**src/hw/rtl/lpcp_pkg.sv**
```systemverilog
package lpcp_pkg;

    localparam int LEN_BITS = 16;
    localparam logic [LEN_BITS-1:0] LEN_MAX = {LEN_BITS{1'b1}};

    localparam int NAME_COUNT = 6;

    typedef enum logic [2:0] {
        CMD_NONE     = 3'd0,
        CMD_PITCH    = 3'd1,
        CMD_ROLL     = 3'd2,
        CMD_THROTTLE = 3'd3,
        CMD_YAW      = 3'd4,
        CMD_POWER    = 3'd5,
        CMD_MOTOR    = 3'd6
    } cmd_t;

    // Names left-justified, zero padded to eight bytes; order follows command codes.
    localparam logic [63:0] NAME_TEXT [NAME_COUNT] = '{
        {"pitch", 24'h0},
        {"roll", 32'h0},
        "throttle",
        {"yaw", 40'h0},
        {"power", 24'h0},
        {"motor", 24'h0}
    };
    localparam logic [3:0] NAME_LEN [NAME_COUNT] = '{4'd5, 4'd4, 4'd8, 4'd3, 4'd5, 4'd5};

    localparam logic [7:0] CHAR_START = "!";
    localparam logic [7:0] CHAR_BEAT  = "b";

    localparam logic signed [15:0] CENTER_RESET   = 16'sd1500;
    localparam logic signed [15:0] THROTTLE_RESET = 16'sd1000;

    typedef struct packed {
        logic [NAME_COUNT-1:0] mask;
        cmd_t                  code;
    } name_match_t;

endpackage

```
**src/hw/rtl/length_prefixed_command_parser.sv**
```systemverilog
// Each accepted input transaction is held in the input register; its per-byte state
// update moves it into the result register. One byte per cycle while the result is not
// stalled (out_stall low or no result pending).
// A stalled result does not block intake while the input register is free.
// Reset (rst_n low, asynchronous): parser idle, pitch/roll/yaw 1500, throttle 1000,
// power off, no transaction pending on either side.
module length_prefixed_command_parser (
    input  logic               clk,
    input  logic               rst_n,
    input  logic               in_valid,
    output logic               in_stall,
    input  logic               action,
    input  logic [7:0]         rx_byte,
    output logic               out_valid,
    input  logic               out_stall,
    output logic signed [15:0] pitch_value,
    output logic signed [15:0] roll_value,
    output logic signed [15:0] yaw_value,
    output logic signed [15:0] throttle_value,
    output logic               power_on,
    output logic               heartbeat_seen,
    output logic [2:0]         updated_field
);

    localparam int LB = lpcp_pkg::LEN_BITS;

    typedef enum logic [2:0] {
        PH_IDLE,
        PH_NLEN,
        PH_NAME,
        PH_VLEN,
        PH_VLEAD,
        PH_VDIG
    } phase_t;

    // handshake / input stage
    logic       in_valid_reg;
    logic       action_reg;
    logic [7:0] byte_reg;
    logic       out_valid_reg;
    logic       out_can;
    logic       step;
    logic       in_take;

    // parser state
    phase_t                          phase_reg, phase_next;
    logic [LB-1:0]                   len_reg, len_next;
    logic [LB-1:0]                   pos_reg, pos_next;
    logic [lpcp_pkg::NAME_COUNT-1:0] mask_reg, mask_next;
    lpcp_pkg::cmd_t                  cmd_reg, cmd_next;
    logic [16:0]                     acc_reg, acc_next;
    logic                            neg_reg, neg_next;
    logic                            stop_reg, stop_next;
    logic                            on_reg, on_next;
    logic signed [15:0]              pitch_reg, pitch_next;
    logic signed [15:0]              roll_reg, roll_next;
    logic signed [15:0]              yaw_reg, yaw_next;
    logic signed [15:0]              throttle_reg, throttle_next;
    logic                            power_reg, power_next;
    logic                            hb_reg, hb_next;
    lpcp_pkg::cmd_t                  done_reg, done_next;

    // per-byte datapath
    logic                  is_digit;
    logic                  is_blank;
    logic [3:0]            dval;
    logic [LB+3:0]         len_prod;
    logic [LB-1:0]         len_sat;
    logic [LB-1:0]         pos_inc;
    logic                  last_byte;
    logic [18:0]           acc_prod;
    logic [16:0]           acc_sat;
    logic [16:0]           vacc;
    logic                  vneg;
    logic                  vstop;
    logic                  von;
    logic signed [15:0]    vres;
    logic                  finish;
    logic                  fin_has;
    logic signed [15:0]    fin_val;
    logic                  go_idle;
    logic                  start;
    lpcp_pkg::name_match_t nm;

    assign out_can  = !out_valid_reg || !out_stall;
    assign step     = in_valid_reg && out_can;
    assign in_stall = in_valid_reg && !out_can;
    assign in_take  = in_valid && !in_stall;

    lpcp_name_match u_name_match (
        .byte_position (pos_reg),
        .length_count  (len_reg),
        .rx_char       (byte_reg),
        .mask_in       (mask_reg),
        .result        (nm)
    );

    assign is_digit  = (byte_reg >= "0") && (byte_reg <= "9");
    assign is_blank  = (byte_reg == 8'h20) || ((byte_reg >= 8'h09) && (byte_reg <= 8'h0D));
    assign dval      = 4'(byte_reg - "0");
    assign len_prod  = {4'd0, len_reg} * (LB+4)'(10) + {{LB{1'b0}}, dval};
    assign len_sat   = (len_prod > {4'd0, lpcp_pkg::LEN_MAX}) ? lpcp_pkg::LEN_MAX
                                                              : len_prod[LB-1:0];
    assign pos_inc   = pos_reg + {{(LB-1){1'b0}}, 1'b1};
    assign last_byte = pos_inc >= len_reg;
    assign acc_prod  = {2'd0, acc_reg} * 19'd10 + {15'd0, dval};
    assign acc_sat   = (acc_prod > 19'd32768) ? 17'd32768 : acc_prod[16:0];

    // value byte: atoi-style scan
    always_comb
    begin
        vacc  = acc_reg;
        vneg  = neg_reg;
        vstop = stop_reg;
        von   = on_reg && ((pos_reg == '0 && byte_reg == "o") ||
                           (pos_reg == {{(LB-1){1'b0}}, 1'b1} && byte_reg == "n"));
        if (phase_reg == PH_VLEAD)
        begin
            if (is_blank)
            begin
                vacc = acc_reg;
            end
            else if (byte_reg == "+" || byte_reg == "-")
            begin
                vneg = (byte_reg == "-");
            end
            else if (is_digit)
            begin
                vacc = {13'd0, dval};
            end
            else
            begin
                vstop = 1'b1;
            end
        end
        else if (!stop_reg)
        begin
            if (is_digit)
                vacc = acc_sat;
            else
                vstop = 1'b1;
        end

        if (vneg)
            vres = (vacc >= 17'd32768) ? 16'sh8000 : 16'(~vacc[15:0] + 16'd1);
        else
            vres = (vacc >= 17'd32767) ? 16'sh7FFF : vacc[15:0];
    end

    always_comb
    begin
        phase_next    = phase_reg;
        len_next      = len_reg;
        pos_next      = pos_reg;
        mask_next     = mask_reg;
        cmd_next      = cmd_reg;
        acc_next      = acc_reg;
        neg_next      = neg_reg;
        stop_next     = stop_reg;
        on_next       = on_reg;
        pitch_next    = pitch_reg;
        roll_next     = roll_reg;
        yaw_next      = yaw_reg;
        throttle_next = throttle_reg;
        power_next    = power_reg;
        hb_next       = 1'b0;
        done_next     = lpcp_pkg::CMD_NONE;
        finish        = 1'b0;
        fin_has       = 1'b0;
        go_idle       = 1'b0;
        start         = 1'b0;

        if (action_reg)
        begin
            power_next = 1'b0;
            go_idle    = 1'b1;
        end
        else
        begin
            unique case (phase_reg)
                PH_IDLE:
                begin
                    if (byte_reg == lpcp_pkg::CHAR_START)
                    begin
                        go_idle = 1'b1;
                        start   = 1'b1;
                    end
                    else if (byte_reg == lpcp_pkg::CHAR_BEAT)
                    begin
                        hb_next = 1'b1;
                    end
                end
                PH_NLEN:
                begin
                    if (is_digit)
                    begin
                        len_next = len_sat;
                    end
                    else if (len_reg == '0)
                    begin
                        go_idle = 1'b1;
                    end
                    else
                    begin
                        phase_next = PH_NAME;
                        pos_next   = '0;
                        mask_next  = '1;
                    end
                end
                PH_NAME:
                begin
                    mask_next = nm.mask;
                    pos_next  = pos_inc;
                    if (last_byte)
                    begin
                        if (nm.code == lpcp_pkg::CMD_NONE)
                        begin
                            go_idle = 1'b1;
                        end
                        else
                        begin
                            cmd_next   = nm.code;
                            phase_next = PH_VLEN;
                            len_next   = '0;
                            pos_next   = '0;
                        end
                    end
                end
                PH_VLEN:
                begin
                    if (is_digit)
                    begin
                        len_next = len_sat;
                    end
                    else if (len_reg == '0)
                    begin
                        // empty value completes on the separator
                        finish  = 1'b1;
                        go_idle = 1'b1;
                    end
                    else
                    begin
                        phase_next = PH_VLEAD;
                        pos_next   = '0;
                        acc_next   = '0;
                        neg_next   = 1'b0;
                        stop_next  = 1'b0;
                        on_next    = 1'b1;
                    end
                end
                PH_VLEAD, PH_VDIG:
                begin
                    acc_next   = vacc;
                    neg_next   = vneg;
                    stop_next  = vstop;
                    on_next    = von;
                    pos_next   = pos_inc;
                    phase_next = PH_VDIG;
                    if (phase_reg == PH_VLEAD && is_blank)
                        phase_next = PH_VLEAD;
                    if (last_byte)
                    begin
                        finish  = 1'b1;
                        fin_has = 1'b1;
                        go_idle = 1'b1;
                    end
                end
                default:
                begin
                    go_idle = 1'b1;
                end
            endcase
        end

        fin_val = fin_has ? vres : 16'sd0;
        if (finish)
        begin
            done_next = cmd_reg;
            case (cmd_reg)
                lpcp_pkg::CMD_PITCH:
                begin
                    if (fin_has)
                        pitch_next = fin_val;
                end
                lpcp_pkg::CMD_ROLL:
                begin
                    if (fin_has)
                        roll_next = fin_val;
                end
                lpcp_pkg::CMD_THROTTLE: throttle_next = fin_val;
                lpcp_pkg::CMD_YAW:      yaw_next = fin_val;
                lpcp_pkg::CMD_POWER:
                begin
                    throttle_next = lpcp_pkg::THROTTLE_RESET;
                    power_next    = fin_has && von && (len_reg == LB'(2));
                end
                default:
                begin
                    power_next = power_next;
                end
            endcase
        end

        if (go_idle)
        begin
            phase_next = PH_IDLE;
            len_next   = '0;
            pos_next   = '0;
            mask_next  = '1;
            cmd_next   = lpcp_pkg::CMD_NONE;
            acc_next   = '0;
            neg_next   = 1'b0;
            stop_next  = 1'b0;
            on_next    = 1'b0;
        end
        if (start)
            phase_next = PH_NLEN;
    end

    always_ff @(posedge clk or negedge rst_n)
    begin
        if (!rst_n)
        begin
            in_valid_reg  <= 1'b0;
            action_reg    <= 1'b0;
            byte_reg      <= 8'd0;
            out_valid_reg <= 1'b0;
            phase_reg     <= PH_IDLE;
            len_reg       <= '0;
            pos_reg       <= '0;
            mask_reg      <= '1;
            cmd_reg       <= lpcp_pkg::CMD_NONE;
            acc_reg       <= '0;
            neg_reg       <= 1'b0;
            stop_reg      <= 1'b0;
            on_reg        <= 1'b0;
            pitch_reg     <= lpcp_pkg::CENTER_RESET;
            roll_reg      <= lpcp_pkg::CENTER_RESET;
            yaw_reg       <= lpcp_pkg::CENTER_RESET;
            throttle_reg  <= lpcp_pkg::THROTTLE_RESET;
            power_reg     <= 1'b0;
            hb_reg        <= 1'b0;
            done_reg      <= lpcp_pkg::CMD_NONE;
        end
        else
        begin
            if (in_take)
            begin
                in_valid_reg <= 1'b1;
                action_reg   <= action;
                byte_reg     <= rx_byte;
            end
            else if (step)
            begin
                in_valid_reg <= 1'b0;
            end

            out_valid_reg <= step || (out_valid_reg && out_stall);

            // state advances only when a transaction moves into the result register,
            // so the state registers always mirror the result on offer
            if (step)
            begin
                phase_reg    <= phase_next;
                len_reg      <= len_next;
                pos_reg      <= pos_next;
                mask_reg     <= mask_next;
                cmd_reg      <= cmd_next;
                acc_reg      <= acc_next;
                neg_reg      <= neg_next;
                stop_reg     <= stop_next;
                on_reg       <= on_next;
                pitch_reg    <= pitch_next;
                roll_reg     <= roll_next;
                yaw_reg      <= yaw_next;
                throttle_reg <= throttle_next;
                power_reg    <= power_next;
                hb_reg       <= hb_next;
                done_reg     <= done_next;
            end
        end
    end

    assign out_valid      = out_valid_reg;
    assign pitch_value    = pitch_reg;
    assign roll_value     = roll_reg;
    assign yaw_value      = yaw_reg;
    assign throttle_value = throttle_reg;
    assign power_on       = power_reg;
    assign heartbeat_seen = hb_reg;
    assign updated_field  = done_reg;

    a_hb_excl: assert property (@(posedge clk) disable iff (!rst_n)
        out_valid && (updated_field != lpcp_pkg::CMD_NONE) |-> !heartbeat_seen)
        else $error("heartbeat and command completion in one transaction");

    a_link_lost: assert property (@(posedge clk) disable iff (!rst_n)
        step && action_reg |=> !power_on && (phase_reg == PH_IDLE))
        else $error("link lost did not clear power and parser");

    a_power_throttle: assert property (@(posedge clk) disable iff (!rst_n)
        out_valid && (updated_field == lpcp_pkg::CMD_POWER) |-> (throttle_value == 16'sd1000))
        else $error("power command left throttle off its default");

    a_hold_state: assert property (@(posedge clk) disable iff (!rst_n)
        !step |=> $stable(phase_reg) && $stable(power_reg) && $stable(pitch_reg))
        else $error("parser state moved without a transaction");

endmodule

```
**src/hw/rtl/lpcp_name_match.sv**
```systemverilog
module lpcp_name_match (
    input  logic [lpcp_pkg::LEN_BITS-1:0]   byte_position,
    input  logic [lpcp_pkg::LEN_BITS-1:0]   length_count,
    input  logic [7:0]                      rx_char,
    input  logic [lpcp_pkg::NAME_COUNT-1:0] mask_in,
    output lpcp_pkg::name_match_t           result
);

    logic [lpcp_pkg::NAME_COUNT-1:0] mask;
    lpcp_pkg::cmd_t                  code;

    always_comb
    begin
        mask = mask_in;
        code = lpcp_pkg::CMD_NONE;
        for (int i = 0; i < lpcp_pkg::NAME_COUNT; i++)
        begin
            if (byte_position >= {{(lpcp_pkg::LEN_BITS-4){1'b0}}, lpcp_pkg::NAME_LEN[i]} ||
                lpcp_pkg::NAME_TEXT[i][63 - 8*byte_position[2:0] -: 8] != rx_char)
            begin
                mask[i] = 1'b0;
            end
        end
        // names are distinct, so at most one survives with the right length
        for (int i = 0; i < lpcp_pkg::NAME_COUNT; i++)
        begin
            if (mask[i] &&
                {{(lpcp_pkg::LEN_BITS-4){1'b0}}, lpcp_pkg::NAME_LEN[i]} == length_count)
            begin
                code = lpcp_pkg::cmd_t'(3'(i + 1));
            end
        end
    end

    assign result.mask = mask;
    assign result.code = code;

endmodule
```
**config.mk**
```make
export PLATFORM = sky130hd
export DESIGN_NAME = length_prefixed_command_parser
export DESIGN_NICKNAME = d
export VERILOG_FILES = /design/src/hw/rtl/lpcp_pkg.sv /design/src/hw/rtl/length_prefixed_command_parser.sv /design/src/hw/rtl/lpcp_name_match.sv
export SDC_FILE = /design/constraint.sdc
export NUM_CORES = 1
export LEC_CHECK = 0
export CORE_AREA = 3 3 146 183
export DETAILED_ROUTE_END_ITERATION = 8
export DIE_AREA = 0 0 149 186
export DONT_BUFFER_PORTS = 1
export PLACE_DENSITY = 0.67
export SLEW_MARGIN = 0
export SYNTH_ARGS = -nofsm -noshare
export SYNTH_HDL_FRONTEND = slang
export SYNTH_SLANG_ARGS = --single-unit
export TNS_END_PERCENT = 1
```
**constraint.sdc**
```tcl
create_clock -name clk -period 4.8 [get_ports clk]
set_input_delay 1.2 -clock clk [delete_from_list [all_inputs] [get_ports clk]]
set_output_delay 1.2 -clock clk [all_outputs]
set_load 0.1 [all_outputs]
```
======== After elaboration in Yosys (flattened, before gate mapping) ========
Cells that the tools add are included.
word-level totals
  register bits ........................... 144
  word-level logic and storage cells ...... 267
  bits of input ports ..................... 13
operators by class
  equal/unequal tests ..................... 50
  $lt $le $gt $ge ......................... 13
  reduce and logical (&&, ||, !) cells .... 59
  add/sub/neg operators ................... 6
  multipliers ............................. 2
  shifts and indexed selects .............. 6
  mux-type cells .......................... 110
  bitwise operators ....................... 1
operators by type and width
  operator                                                     count
  indexed part select 71 x 33 -> 8 bit (first input constant)  6
  two-way mux 16 bit                                           16
  two-way mux 17 bit                                           11
  one-hot mux 16 bit (2 select lines)                          2
  two-way mux 3 bit                                            18
  two-way mux 1 bit                                            48
  != test 8 bit                                                6
  one-hot mux 16 bit (3 select lines)                          1
  != test 4 bit (second input constant)                        9
  one-hot mux 17 bit (2 select lines)                          1
  adder 16 x 1 -> 16 bit (second input constant)               2
  equality test 3 x 16 -> 1 bit (first input constant)         2
  equality test 8 x 6 -> 1 bit (second input constant)         4
  >= comparator 16 x 3 -> 1 bit (second input constant)        2
  logical NOT 16 bit                                           2
  equality test 8 x 7 -> 1 bit (second input constant)         3
  two-way mux 6 bit                                            4
  != test 3 bit (second input constant)                        7
  adder 20 x 4 -> 20 bit                                       1
  > comparator 20 x 16 -> 1 bit (second input constant)        1
  AND reduction 5 bit                                          4
  adder 19 x 4 -> 19 bit                                       1
  > comparator 19 x 16 -> 1 bit (second input constant)        1
  multiplier 16 x 3 -> 19 bit (second input constant)          1
  other kinds (43)                                             94

======== Depth between registers and ports, before layout ========
Gate-level depths: netlist of run 1.
  depth after elaboration ................. 19
  mapped depth ............................ 22
  depth with buffers taken out ............ 22

======== Hierarchy ========
From an unflattened synthesis of run 1, not the netlist that was laid out.
second synthesis, totals
  cells, all modules ...................... 1298
  area total of the unflattened synthesis .. 11478.5 um^2
modules (own cells, without submodules)
  module                          area an instance (um^2)  seq. area each (um^2)  times used  cells an instance
  length_prefixed_command_parser  10421.2                  3644.7                 1           1161
  lpcp_name_match                 1057.3                   0.0                    1           137

======== Worst setup path before layout of run 1 ========
No wires, ideal clock.
  path type ............................... reg-to-reg
  start ................................... register acc_reg[1]
  end ..................................... register pitch_reg[14] (netlist: pitch_value[14])
  buffers on the path ..................... 0
  slack ................................... -0.351 ns
  cell stages (with the launch flop) ...... 23
  required time ........................... 4.670 ns
  arrival ................................. 5.021 ns
  setup time .............................. 0.130 ns
  period minus slack after synthesis ...... 5.151 ns
  path through ............................ dfrtp_1 > ha_1 > ha_1 > inv_1 > fa_1 > xnor2_2 > nand3_1 > nor4b_4 > o2111ai_1 > or2_1 > or3b_1 > a211o_1 > a21oi_2 > nand2_1 > o21ai_1 > inv_1 > ha_1 > nand2_1 > a31oi_1 > and3_1 > a31o_2 > mux2i_1 > o21ai_1
on the way
  word-level cells in the longest chain between the ends .. 12
  elaborated cells on any way between the ends .. 18
  classes of those cells .................. add/sub (2); mul (1); order compare (3); mux (11); bitwise (1)
RTL lines
  element                        RTL line                               RTL
  start: declaration             length_prefixed_command_parser.sv:51   logic [16:0] acc_reg, acc_next;
  start signal: assignment       length_prefixed_command_parser.sv:369  acc_reg <= acc_next;
  multiplier 17 x 3 -> 18 bit    length_prefixed_command_parser.sv:106  assign acc_prod = {2'd0, acc_reg} * 19'd10 + {15'd0, dval};
  adder 19 x 4 -> 19 bit         length_prefixed_command_parser.sv:106
  > comparator 19 x 16 -> 1 bit  length_prefixed_command_parser.sv:107  assign acc_sat = (acc_prod > 19'd32768) ? 17'd32768 : acc_prod[16:0];
  two-way mux 17 bit             length_prefixed_command_parser.sv:107
  two-way mux 17 bit             length_prefixed_command_parser.sv:138  if (is_digit)
  two-way mux 17 bit             length_prefixed_command_parser.sv:136  else if (!stop_reg)
  two-way mux 17 bit *           length_prefixed_command_parser.sv:117  if (phase_reg == PH_VLEAD)
  inverter 16 bit                length_prefixed_command_parser.sv:145  vres = (vacc >= 17'd32768) ? 16'sh8000 : 16'(~vacc[15:0] + 16'd1);
  adder 16 x 1 -> 16 bit         length_prefixed_command_parser.sv:145
  two-way mux 16 bit             length_prefixed_command_parser.sv:145
  two-way mux 16 bit *           length_prefixed_command_parser.sv:144  if (vneg)
  two-way mux 16 bit *           length_prefixed_command_parser.sv:275  fin_val = fin_has ? vres : 16'sd0;
  end signal: assignment         length_prefixed_command_parser.sv:337  pitch_reg <= lpcp_pkg::CENTER_RESET;
  end signal: assignment         length_prefixed_command_parser.sv:373  pitch_reg <= pitch_next;
  end: declaration               length_prefixed_command_parser.sv:55   logic signed [15:0] pitch_reg, pitch_next;
Every way passes the cells marked *; elsewhere a longest branch is shown, timed or not.
A chain may end at the register's enable or synchronous reset.

======== Worst setup path after layout of run 1 ========
  start ................................... register acc_reg[3]
  end ..................................... register throttle_reg[3] (netlist: throttle_value[3])
on the way
  word-level cells in the longest chain between the ends .. 13
  elaborated cells on any way between the ends .. 19
  classes of those cells .................. add/sub (2); mul (1); order compare (3); mux (12); bitwise (1)
RTL lines
  element                                RTL line                               RTL
  multiplier 17 x 3 -> 18 bit            length_prefixed_command_parser.sv:106
  adder 19 x 4 -> 19 bit                 length_prefixed_command_parser.sv:106
  > comparator 19 x 16 -> 1 bit          length_prefixed_command_parser.sv:107
  two-way mux 17 bit                     length_prefixed_command_parser.sv:107
  two-way mux 17 bit                     length_prefixed_command_parser.sv:138
  two-way mux 17 bit                     length_prefixed_command_parser.sv:136
  two-way mux 17 bit *                   length_prefixed_command_parser.sv:117
  inverter 16 bit                        length_prefixed_command_parser.sv:145
  adder 16 x 1 -> 16 bit                 length_prefixed_command_parser.sv:145
  two-way mux 16 bit                     length_prefixed_command_parser.sv:145
  two-way mux 16 bit *                   length_prefixed_command_parser.sv:144
  two-way mux 16 bit *                   length_prefixed_command_parser.sv:275
  one-hot mux 16 bit (2 select lines) *  length_prefixed_command_parser.sv:279  case (cmd_reg)
  end signal: assignment                 length_prefixed_command_parser.sv:340  throttle_reg <= lpcp_pkg::THROTTLE_RESET;
  end signal: assignment                 length_prefixed_command_parser.sv:376  throttle_reg <= throttle_next;
  end: declaration                       length_prefixed_command_parser.sv:58   logic signed [15:0] throttle_reg, throttle_next;
Marked as above.

==> out/results.txt, run 1 <==
Clock slew at reported path FFs - 0.07 ns
Top-Level Pins - 84
Fin Hold WS - 0.460 ns
Top_reg_cell synth - dfrtp_1
Layout Skew - 0.0126 ns
Initial Util - 0.444
Total track usage - 0.239
Fin. Hold Viols - 0
Synth Area per Inst - 8.49 um2
Chip Height - 186 um
Routed vias/inst - 5.92
Largest family of logic cells by synthesized area - compound AO/OA/AOI/OAI gates
Max-cap viol count - 0
Ratio of cells with drive above 1 in the final layout - 0.222
Synth Warn # - 0
Lkg Pwr - 6.02 nW
Violated checks - setup timing
Vias in the first global route - 10400
Post-synth EDFFs - 0
Synth Area in Compound Gates - 0.222
Root Buffer - clkbuf_16
Worst setup margin - -0.0715 ns
Initial antenna violation count - 0
Full die area - 0.0277 mm2
Worst EP required - 5.16 ns
DR DRC count - 0
Multiplexer share of the synthesized area - 0.0305
Outcome - finished with violations
Slew Limit Fails - 0
Period utilization - 1.01
PwrDens - 240 mW/mm2
Fmax achieved - 205 MHz
Worst setup SP type - flip-flop
Total CTS buffers - 17
Layout Nets - 1509
Seq/Total Area, Yosys - 0.325
Post-DR wirelength/cell - 19.0 um
Worst setup EP type - flip-flop
Synth Net Count - 1425
DRT Pass-1 Iters - 7
Clock buffer depth - 2
I/O Buffers - 0
Tightest Pin Transition - 0.995 ns
Clock sink count - 144
Mapped cell area - 0.0112 mm2
Later-pin clock latency in the skew report - 0.44 ns
Vias - 10400
P_sw - 1.00 mW
Yosys reg bits - 144
Cell accounting for the most synthesized area - dfrtp_1
Post-route cell area - 0.0135 mm2
Iteration-0 DRC Markers - 794
Die Span X - 149 um
Synth top area cells - dfrtp_1 25%, ha_1 9.9%, dfstp_2 7.7%
Final setup viols - 24
DP HPWL - 25000 um
RSZ-0062 raised after global routing - yes
CTS tree - built
Synth Area in Adders - 0.107
Cell variety after synth - 92
Area grow syn2layout - 20.7%
CP Max Fanout - 4
Worst hold-check path type - primary input to async pin
Crit path kind - flip-flop to flip-flop
VDD IR-drop max - 0.156 mV
Arrival @ worst endpoint - 5.24 ns
Post-synth top area share - 0.248
First-pass GRT wire length - 53500 um
Pin count of the biggest net entering global routing - 145
Global route overflow - 0
Seq pwr share - 0.411
Diode count - 0
GPL Wtd Cong - 0.975
Post-DRT Antenna Nets - 0
Async S/R FF share, synth - 1.00
Gate power share - 0.175
Post-synthesis cell count - 1319
Switching Fraction - 0.310
H-tree levels - 4
Slew margin rel. - 0.337
Cell-internal power - 2.23 mW
Placed cell areas - 0.0124 mm2
Xor/xnor share of the synthesized area - 0.0601
Rows - 65
Flip-flop count of the largest register after layout - 17
WL final - 33300 um
Setup_tns - -0.677 ns
Simple-gate share of the synthesized area - 0.213
Final Critical Period - 4.87 ns
Clk pwr share - 0.414
Core area - 0.0252 mm2
[per-layer routing]
layer  share of wire  track usage  up-vias  wire [um]
li1                -            -     5006          -
met1            0.38        0.269     4952      12800
met2            0.52        0.434      297      17100
met3           0.043       0.0319      115       1430
met4           0.059        0.136        0       1950
met5               0            0        -          0
[critical path, stage by stage (launching register included)]
cell and delay [ns]:
dfrtp_1 0.38, ha_1 0.29, ha_2 0.18, inv_2 0.04, fa_2 0.40, nand2b_4 0.18
a211oi_4 0.24, nor3b_4 0.25, buf_6 0.13, o311ai_4 0.09, or2_4 0.29, and2_4 0.15
or2_4 0.24, o41a_1 0.52, o41a_1 0.53, buf_6 0.17, xor2_1 0.15, a221o_1 0.38
a21oi_1 0.16
[cells in the mapped netlist (4+ instances only)]
master,n
nand4_1,26
o22ai_1,8
inv_1,60
or2_1,5
a32oi_1,6
nor4_1,12
nand2b_1,24
fa_1,4
o21a_1,8
o211ai_1,5
and4_1,5
and3_1,17
nor2b_1,7
a211oi_1,7
a211o_1,6
or2_2,7
a21oi_1,79
o2111ai_1,5
o21ai_1,24
or4_1,4
a31oi_1,13
o41ai_1,6
and2_1,11
or3_1,11
mux2_2,23
nor3b_1,5
o32ai_1,5
ha_1,89
o31ai_1,20
o21ai_0,70
nand3b_1,4
buf_1,9
nand3_1,48
a22o_1,24
xnor2_1,48
dfstp_2,33
nand2_1,169
nor2_1,82
a22oi_1,10
xor2_1,27
a21o_1,22
clkbuf_1,54
nor3_1,28
dfrtp_1,111
mux2i_1,6
[area by class of cell]
| class | instances | area (um2) |
|---|---|---|
| Fill cell | 2335 | 11700 |
| Inverter | 61 | 229 |
| Clock inverter | 13 | 140 |
| Tap cell | 335 | 419 |
| Sequential cell | 144 | 3650 |
| Multi-Input combinational cell | 1050 | 7630 |
| Timing Repair Buffer | 129 | 1000 |
| Clock buffer | 19 | 453 |
[power groups by stage]
stage	registers (mW)	logic [mW]	clock network [mW]
after floorplan	1.32	0.393	0
after global placement	1.35	0.532	0
after detailed placement	1.35	0.539	0
after CTS	1.33	0.544	1.36
after global routing	1.34	0.620	1.41
final	1.33	0.566	1.34
[layout by cell type (no fill, tap or decap), types with 26 or more instances in the layout]
cell       n
a21oi_1   75
buf_4    124
dfrtp_1  110
dfstp_2   33
ha_1      84
inv_1     57
nand2_1  166
nand3_1   45
nand4_1   26
nor2_1    80
o21ai_0   52
o21ai_1   35
xnor2_1   45
[kinds of logic (layout without fill, tap and decap cells)]
kind of cell               Yosys count  in the layout
AOI/OAI and AO/OA                  369            369
buffers and inverters              125            222
DFF                                144            144
adders and majority gates           93             93
and+or+nand+nor                    481            481
xor gates and xnor gates            76             76
muxes                               31             31
[final timing paths]
check                                        from                             to  slack, ns  cells past startpoint
max                        acc_reg[3]$_DFFE_PN0P_  throttle_value[3]$_DFFE_PN1P_      -0.07                     18
min                                         rst_n        acc_reg[16]$_DFFE_PN0P_       0.46                      0
max reg2reg                acc_reg[3]$_DFFE_PN0P_  throttle_value[3]$_DFFE_PN1P_      -0.07                     18
min reg2reg                    on_reg$_DFFE_PN0P_             on_reg$_DFFE_PN0P_       0.50                      2
max in group asynchronous                   rst_n        mask_reg[4]$_DFFE_PN1P_       3.99                      0
min in group clk               on_reg$_DFFE_PN0P_             on_reg$_DFFE_PN0P_       0.50                      2
[stage by stage]
| step | setup WS (ns) | total power [mW] | utilization | cells |
|---|---|---|---|---|
| 2_1_floorplan | -0.0139 | 1.71 | - | 1319 |
| 3_3_place_gp | -0.0659 | 1.88 | 0.491 | 1706 |
| 3_5_place_dp | -0.263 | 1.89 | 0.491 | 1706 |
| 4_1_cts | -0.0159 | 3.24 | 0.520 | 1743 |
| 5_1_grt | -0.256 | 3.37 | 0.536 | 1751 |
| 6_report | -0.0715 | 3.24 | 0.536 | 1751 |
[timing repair]
action / CTS / global route
endpoints found under the setup margin: 64 / 66
hold buffers: 0 / 0
gates resized for setup: 20 / 78
hold endpoints to repair: 0 / 0
setup buffers: 5 / 10
pin swaps: 17 / 46
Note: power is estimated with default switching activity, not from simulation.
==> inputs of run 2 (changes only) <==
ABC_AREA = 1   (was default)
CORE_AREA = 3 3 150 189   (was 3 3 146 183)
DIE_AREA = 0 0 153 192   (was 0 0 149 186)
==> run 2 against run 1 <==
Effect of this change: the flow now finishes without violations; combinational power rose by 120%; via count grew 11%; total power up 24%; routed wire length rose by 3.6%; count of clock-buffer cells in the layout is 2 lower; worst hold slack worse by 0.0078 ns; critical path type unchanged; synthesized cell count grew 31%; design area is 1.8% lower; critical endpoint unchanged; die area up 6.0%; final cell count rose by 21%; global-route usage fell by 0.45 points.
==> out/results.txt, run 2 <==
Area grow syn2layout - 11.1%
DRT Pass-1 Iters - 7 (unchanged)
FF+latch area - 0.00365 mm2 (unchanged)
Post-synth top cells - 464 x nand2_1, 209 x inv_1, 147 x nand3_1, 145 x nor2_1, 111 x dfrtp_1
Routed vias/inst - 5.45 (-8.1%)
Post-DR wirelength/cell - 16.3 um (-14%)
Core area - 0.0267 mm2 (+6.1%)
Post-synthesis cell count - 1728 (+31%)
Mapped cell area - 0.0119 mm2 (+6.7%)
Post-synth top area share - 0.232 (-0.0155)
Xor/xnor share of the synthesized area - 0.0293 (-0.0308)
Clock sink count - 144 (unchanged)
Cell variety after synth - 53 (-42%)
Global route overflow - 0 (unchanged)
I/O Buffers - 0 (unchanged)
Synth top area cells - dfrtp_1 23%, nand2_1 15%, ha_1 9.3%
CP Max Fanout - 11 (+7)
Critical path's slowest cell - fa_1
Most common cell after layout, fill and taps aside - nand2_1
Final Critical Period - 4.51 ns (-0.362 ns)
Worst setup EP type - flip-flop
DR DRC count - 0 (unchanged)
Rows - 67 (+3.1%)
Layout Skew - 0.0109 ns (-0.00177 ns)
Root Buffer - clkbuf_16
Total CTS buffers - 17 (unchanged)
Synth Area in Adders - 0.0999 (-0.00665)
Diode count - 0 (unchanged)
Crit path kind - flip-flop to flip-flop
Cell count of the worst reg-to-reg path - 28 (+10)
Multiplexer share of the synthesized area - 0 (-0.0305)
Total track usage - 0.235 (-0.00446)
Clock buffer depth - 2 (unchanged)
Vias - 11500 (+11%)
Post-route cell area - 0.0133 mm2 (-1.8%)
GPL Wtd Cong - 0.941 (-3.5%)
Worst EP required - 5.16 ns (about the same)
Worst setup SP type - flip-flop
H-tree levels - 4 (unchanged)
Later-pin clock latency in the skew report - 0.44 ns (about the same)
Synth Area in Compound Gates - 0.124 (-0.0982)
Clock slew at reported path FFs - 0.07 ns (about the same)
Largest family of logic cells by synthesized area - simple AND/OR/NAND/NOR gates
VDD IR-drop max - 0.194 mV (+25%)
Initial antenna violation count - 0 (unchanged)
Seq/Total Area, Yosys - 0.305 (-0.0203)
Full die area - 0.0294 mm2 (+6.0%)
Fin. Hold Viols - 0 (unchanged)
Die Span X - 153 um (+2.7%)
First-pass GRT wire length - 56900 um (+6.4%)
Post-synth EDFFs - 0 (unchanged)
Async S/R FF share, synth - 1.00 (unchanged)
Arrival @ worst endpoint - 4.87 ns (-0.37 ns)
Crit path launch - acc_reg[1]$_DFFE_PN0P_
Slew Limit Fails - 0 (unchanged)
Fill count - 2620 (+12%)
Placed cell areas - 0.0125 mm2 (+1.3%)
Slew margin rel. - 0.306 (-0.0305)
Tightest Pin Transition - 1.04 ns (+0.0457 ns)
Reg2Reg Setup Slack - 0.29 ns (+0.36 ns)
Multi-input logic area - 0.00733 mm2 (-3.9%)
Outcome - finished, final reports clean
Max-cap viol count - 0 (unchanged)
Vias in the first global route - 11500 (+11%)
Yosys reg bits - 144 (unchanged)
Top-Level Pins - 84 (unchanged)
Reg-to-Reg End - throttle_value[3]$_DFFE_PN1P_
Top_reg_cell synth - dfrtp_1
CTS tree - built
PwrDens - 301 mW/mm2 (+26%)
Synth Net Count - 1834 (+29%)
Worst Setup EP - throttle_value[3]$_DFFE_PN1P_
Simple-gate share of the synthesized area - 0.352 (+0.139)
Fmax achieved - 222 MHz (+8.0%)
Synth Area per Inst - 6.91 um2 (-19%)
RR Startpoint - acc_reg[1]$_DFFE_PN0P_
Flip-flop count of the largest register after layout - 17 (unchanged)
CP max stage delay - 0.46 ns (-0.07 ns)
Post-DRT Antenna Nets - 0 (unchanged)
Initial Util - 0.447 (+0.00246)
Total power - 4.00 mW (+24%)
Layout Nets - 1863 (+23%)
RSZ-0062 raised after global routing - yes
Cell accounting for the most synthesized area - dfrtp_1
Worst hold-check path type - primary input to async pin
Iteration-0 DRC Markers - 761 (-4.2%)
Final setup viols - 0 (-100%)
Pin count of the biggest net entering global routing - 145 (unchanged)
Commonest non-fill, non-tap cells in the layout - 459 x nand2_1, 209 x inv_1, 146 x nand3_1
Count leader, synth - nand2_1
Synth Warn # - 0 (unchanged)
Lkg Pwr - 6.89 nW (+14%)
Ratio of cells with drive above 1 in the final layout - 0.142 (-0.0794)
DP HPWL - 26300 um (+5.1%)
Period utilization - 0.939 (-0.0755)
Chip Height - 192 um (+3.2%)
WL final - 34500 um (+3.6%)
run 2: how the worst min path moves through the flow:
stage | cells after the start | slack (ns) | to
floorplan | 2 | 0.45 | out_valid$_DFF_PN0_
global placement | 2 | 0.46 | out_valid$_DFF_PN0_
detailed placement | 2 | 0.47 | out_valid$_DFF_PN0_
CTS | 0 | 0.43 | roll_value[15]$_DFFE_PN0P_
global route | 0 | 0.42 | roll_value[9]$_DFFE_PN0P_
finish | 0 | 0.45 | yaw_value[9]$_DFFE_PN0P_
run 2: worst max-delay path, delay by kind of cell (launching register included):
family / cells / cell delay, ns
compound gates: 2 / 0.33
fa+ha+maj: 3 / 1.02
buf+inv: 3 / 0.28
flops: 1 / 0.44
simple gates: 20 / 2.35
run 2: repair_timing:
action | CTS | global route
pin swaps | 0 | 1
setup endpoints to repair | 42 | 128
setup buffers | 0 | 2
resized for setup | 1 | 23
hold buffers | 0 | 0
cloned | 0 | 1
run 2: through the flow:
| stage | utilization | setup slack, ns | std cells | hold WS (ns) | TNS (ns) |
|---|---|---|---|---|---|
| floorplan | - | 0.524 | 1728 | 0.448 | 0 |
| global placement | 0.469 | 0.00256 | 2080 | 0.463 | 0 |
| detailed placement | 0.469 | -0.144 | 2080 | 0.473 | -1.32 |
| CTS | 0.492 | 0.132 | 2112 | 0.433 | 0 |
| global route | 0.497 | -0.107 | 2115 | 0.423 | -1.03 |
| finish | 0.497 | 0.291 | 2115 | 0.452 | 0 |
run 2: final cells by class:
type	instances	area share
Tap cell	345	0.0325
Timing Repair Buffer	47	0.0281
Inverter	233	0.0661
Clock inverter	15	0.0146
Multi-Input combinational cell	1314	0.552
Sequential cell	144	0.275
Clock buffer	17	0.0320
run 2: logic make-up (layout without fill, tap and decap cells):
logic type	after synthesis	in the layout
simple gates	928	929
buf+inv	271	312
compound gates	252	252
flops	144	144
fa+ha+maj	93	93
xor+xnor	40	40
run 2: report_power, final:
part	total [mW]	internal (mW)	switching [mW]
Clock	1.36	0.710	0.655
Sequential	1.40	1.30	0.102
Combinational	1.23	0.408	0.825
Total	4.00	2.42	1.58
run 2: per-layer routing:
metal | global-route usage | up-vias | share of wire
li1 | - | 5752 | -
met1 | 0.265 | 5355 | 0.39
met2 | 0.445 | 323 | 0.53
met3 | 0.0279 | 87 | 0.043
met4 | 0.101 | 0 | 0.037
met5 | 0 | - | 0
